===== config.mk =====
export PLATFORM = sky130hd
export DESIGN_NAME = esc_divmod
export DESIGN_NICKNAME = d
export VERILOG_FILES = /design/src/esc_divmod.sv
export SDC_FILE = /design/constraint.sdc
export NUM_CORES = 1
export LEC_CHECK = 0
export ABC_AREA = 1
export ABC_CLOCK_PERIOD_IN_PS = 18500
export BUFFER_PORTS_ARGS = -buffer_cell sky130_fd_sc_hd__clkbuf_2
export CAP_MARGIN = 20
export CORE_MARGIN = 5
export CORE_UTILIZATION = 55
export DETAILED_ROUTE_END_ITERATION = 8
export PLACE_DENSITY = 0.69
export SETUP_SLACK_MARGIN = 0.5
export SLEW_MARGIN = 20
export SYNTH_ARGS = -nofsm -noshare
export SYNTH_HDL_FRONTEND = slang
export SYNTH_SLANG_ARGS = --single-unit

===== constraint.sdc =====
create_clock -name clk -period 18.5 [get_ports clk]
set_input_delay 3.7 -clock clk [delete_from_list [all_inputs] [get_ports clk]]
set_output_delay 3.7 -clock clk [all_outputs]
set_load 0.03 [all_outputs]

===== src/esc_divmod.sv =====
`timescale 1ns / 1ps
// registered split of a value into quotient and remainder by a constant,
// through a reciprocal multiply and one correction
module esc_divmod #(
  parameter int unsigned IN_W = 32,
  parameter int unsigned Q_W = 26,
  parameter int unsigned R_W = 6,
  parameter int unsigned DIVISOR = 60
) (
  input  logic clk,
  input  logic en,
  input  logic [IN_W-1:0] num,
  output logic [Q_W-1:0] quo,
  output logic [R_W-1:0] rem
);
  localparam int unsigned SH = IN_W + 6;
  localparam int unsigned P_W = IN_W + SH + 1;
  localparam logic [SH:0] RECIP = (SH+1)'(((64'd1 << SH) / DIVISOR));
  logic [P_W-1:0] prod;
  logic [IN_W-1:0] q0;
  logic [IN_W-1:0] r0;
  logic fix;
  always_comb begin
    prod = P_W'(num) * P_W'(RECIP);
    q0 = IN_W'(prod >> SH);
    r0 = num - IN_W'(q0 * IN_W'(DIVISOR));
    fix = r0 >= IN_W'(DIVISOR);
  end
  always_ff @(posedge clk) begin
    if (en) begin
      quo <= fix ? Q_W'(q0 + 1'b1) : Q_W'(q0);
      rem <= fix ? R_W'(r0 - IN_W'(DIVISOR)) : R_W'(r0);
    end
  end
endmodule


### Yosys cells after proc, flatten, opt, wreduce, memory -nomap -nowiden

Index checks and enable logic that the tools add are counted.
W data, S select, Z words.

* register bits: 32
* input port bits: 34
* output and inout bits: 32
* word-level logic and storage cells: 10

* add/subtract/negate cells: 3
* $mul: 2
* magnitude comparators: 1
* muxes and demuxes: 2

Operator list (number)
* $mul A32 B33 Y65 const B: 1
* $ge A32 B6 Y1 const B: 1
* $sub A32 B32 Y32: 1
* $mul A27 B4 Y30 const B: 1
* $add A26 B1 Y26 const B: 1
* $mux W26: 1
* $mux W6: 1
* $sub A6 B6 Y6 const B: 1

### Logic depth before layout (Yosys ltp)

* word-level depth: 5
* mapped depth: 60
* depth with buffers taken out: 59

### Least setup slack after synthesis

No wires, ideal clock.

* kind: input to register
* from: input port num[27]
* to: register quo[0] (data pin)
* library setup time: 264 ps
* arrival time: 12906 ps
* path slack: 5330 ps
* stages on the path: 53
* buffers on the path: 1
* cell sequence: ha_1 fa_1 inv_1 fa_1 inv_1 fa_1 inv_1 fa_1 inv_1 fa_1 ha_1 ha_1 nand2_1 nor2_2 inv_2 nor2_2 inv_2 nor2_1 (+17 left out) a21oi_1 o21bai_1 a21oi_1 o21ai_0 xnor2_1 ha_1 inv_1 o21bai_1 a21oi_1 nand3_1 a21oi_1 nand2_1 nand3_1 nand3_1 nor3_1 nand3_2 buf_2 xor2_1

* longest elaborated chain between the ends: 5

RTL lines
* from (decl): line 12 `input logic [IN_W-1:0] num,`
* $mul A32 B33 Y65: line 24 `prod = P_W'(num) * P_W'(RECIP);`
* $mul A27 B4 Y30: line 26 `r0 = num - IN_W'(q0 * IN_W'(DIVISOR));`
* $sub A32 B32 Y32: line 26
* $ge A32 B6 Y1: line 27 `fix = r0 >= IN_W'(DIVISOR);`
* $mux W26 (*): line 31 `quo <= fix ? Q_W'(q0 + 1'b1) : Q_W'(q0);`
* to (signal assigned): line 31
* to (decl): line 13 `output logic [Q_W-1:0] quo,`

Every way passes the cells marked *; elsewhere a longest branch is shown, timed or not.
A chain may end at the register's enable or synchronous reset.

### Final worst setup path

Ends and elaborated chain as after synthesis.

==> out/results.tsv <==
metric	value	unit
hold_viol	0	
area_growth	5.74	%
overflow	0	
max_cap_viol_count	0	
path_max_fanout	34	
postCtsHoldBufs	0	
cp-end-kind	flip-flop	
clockBufferDepth	2	
maxSlewViolCount	0	
yosys-top-cells-area	ha_1 (22%), nand2_1 (17%), fa_1 (17%)	
clk_pin_slew	0.07	ns
arrival	15.07	ns
die_area	0.0337	mm²
antenna_left	0	
drc_errors	0	
syn_nets	2980	
initial_core_util	55.8	%
post-route-util	59.0	%
hold_class	input port to flip-flop	
grt_pass1_vias	15500	
fin_nets	3047	
layout_common_cells	nand2_1 (761), inv_1 (536), ha_1 (289)	
fillers	2950	
syn_avg_cell_area	6.57	µm²
fin_crit_sh	81.4	%
synth_ff_type	edfxtp_1	
drt_iter0_markers	1455	
finalCriticalPeriod	15.06	ns
die_w	183	µm
cts.sinks	32	
synth_top_cell_by_area	ha_1	
layout_setup_ws	3.44	ns
vias	16000	
crit_path_max_incr_delay	0.63	ns
floorplan.rows	63	
postCtsResizedCells	0	
synthArstFlopShare	0	%
antenna_found_initial	0	
core_area	0.0296	mm²
final_common_cell	nand2_1	
vias_per_cell	5.38	
synthesis.area	0.0165	mm²
crit_type	input port to flip-flop	
yosysWarnings	0	
post_drt_wl_per_cell	18.4	µm
fin_tns_setup	0	ns
synth_top_cell_area_share	21.9	%
grt_pass1_wl	86.2	mm
synth.yosys.seq_area_share	5.81	%
synth-edff-count	32	
ys_types	48	
ff_latch_area	961	µm²
htreeDepth	2	
cts_buffers	5	
die_y	183	µm
gp_congestion	0.983	
drt-pass1-iter-count	6	
preCtsSetupSlack	3.23	ns
grt_max_degree	35	
setup_violations	0	
maxClockFrequency	0.0664	GHz
grtUsageTotal	32.6	%
rsz0062_at_grt	false	
drive_gt1_share	7.04	%
wirelength	54.8	mm
cts_setup_buffers	0	
hpwl	49.0	mm
critPathSlowestCell	nand3_2	
cts_tree	done	
synthCells	2519	
diodes	0	
maxSlewHeadroom	29.5	%
multiInputGateArea	0.0135	mm²
cp_data_required_time	18.51	ns
synth-seq-cells	32	
cp_common_cell	nand2_1	
io_pins	66	
port_buffers	65	
outcome	complete, no violations	
start_kind	input port	
clockRootBuffer	clkbuf_16	
worstMarginPinSlew	1.05	ns
## logic make-up after synthesis
kind of cell | after synthesis | share of synthesized area, %
AND/OR/NAND/NOR | 1232 | 32.4
buffers and inverters | 557 | 12.7
adder cells (fa/ha/maj) | 427 | 38.6
AO/OA/AOI/OAI | 199 | 6.72
XOR/XNOR | 72 | 3.81
flip-flops | 32 | 5.81
## layer usage
| layer | vias to the layer above | part of all wire, % | global-route usage (%) |
|---|---|---|---|
| met5 | - | 0 | 0 |
| met2 | 604 | 42 | 49.6 |
| met3 | 51 | 9.0 | 5.70 |
| met4 | 0 | 1.5 | 5.13 |
| li1 | 7971 | - | - |
| met1 | 7395 | 48 | 49.4 |
## final cells by class
type / count / share of cell area [%]
Clock buffer: 5 / 0.715
Clock inverter: 3 / 0.243
Timing Repair Buffer: 66 / 1.90
Sequential cell: 32 / 5.49
Inverter: 551 / 11.8
Multi-Input combinational cell: 1930 / 77.0
Tap cell: 390 / 2.79
## worst paths after layout
kind | start | to | depth (start not counted)
max | num[27] | quo[0] | 53
min | num[0] | rem[0] | 1
## through the flow
step / instance area [µm²] / hold slack (ns) / std cells
after floorplan: 16500 / 3.80 / 2519
after global placement: 17300 / 4.00 / 2969
after detailed placement: 17300 / 4.00 / 2969
after CTS: 17500 / 3.68 / 2977
after global routing: 17500 / 3.67 / 2977
final: 17500 / 3.68 / 2977
## Yosys cell counts (2+ instances only)
cell type,number
edfxtp_1,32
a21oi_2,3
inv_2,14
xnor2_1,20
or2_2,3
nand3_1,109
nand2_4,4
xor2_1,52
nand2_1,761
ha_1,289
and2_1,5
o21bai_1,10
o21ai_1,7
o21ai_0,36
o21a_1,4
a21oi_1,115
nand3b_1,11
a31oi_1,3
nor2_2,24
o21ai_2,5
fa_1,138
nor2_4,12
nor4_1,3
a21o_1,9
nand3_2,12
a211oi_1,2
nor3_1,16
buf_2,4
inv_1,536
nor3_2,2
nor2_1,189
nand4_1,48
nand2_2,26
## worst max-delay path, delay by kind of cell
kind	cells	cell delay, ns
adders and majority gates	12	5.23
xor gates and xnor gates	2	0.56
buffers and inverters	10	1.08
and+or+nand+nor	21	2.79
AOI/OAI and AO/OA	8	1.66
## registers in the layout (all words and copies together), names as in the netlist
register	flops
quo	26
rem	6
Power is left out: the tool's default activity adds up to more than one toggle a clock period on the data nets, which glitch-free logic cannot reach.
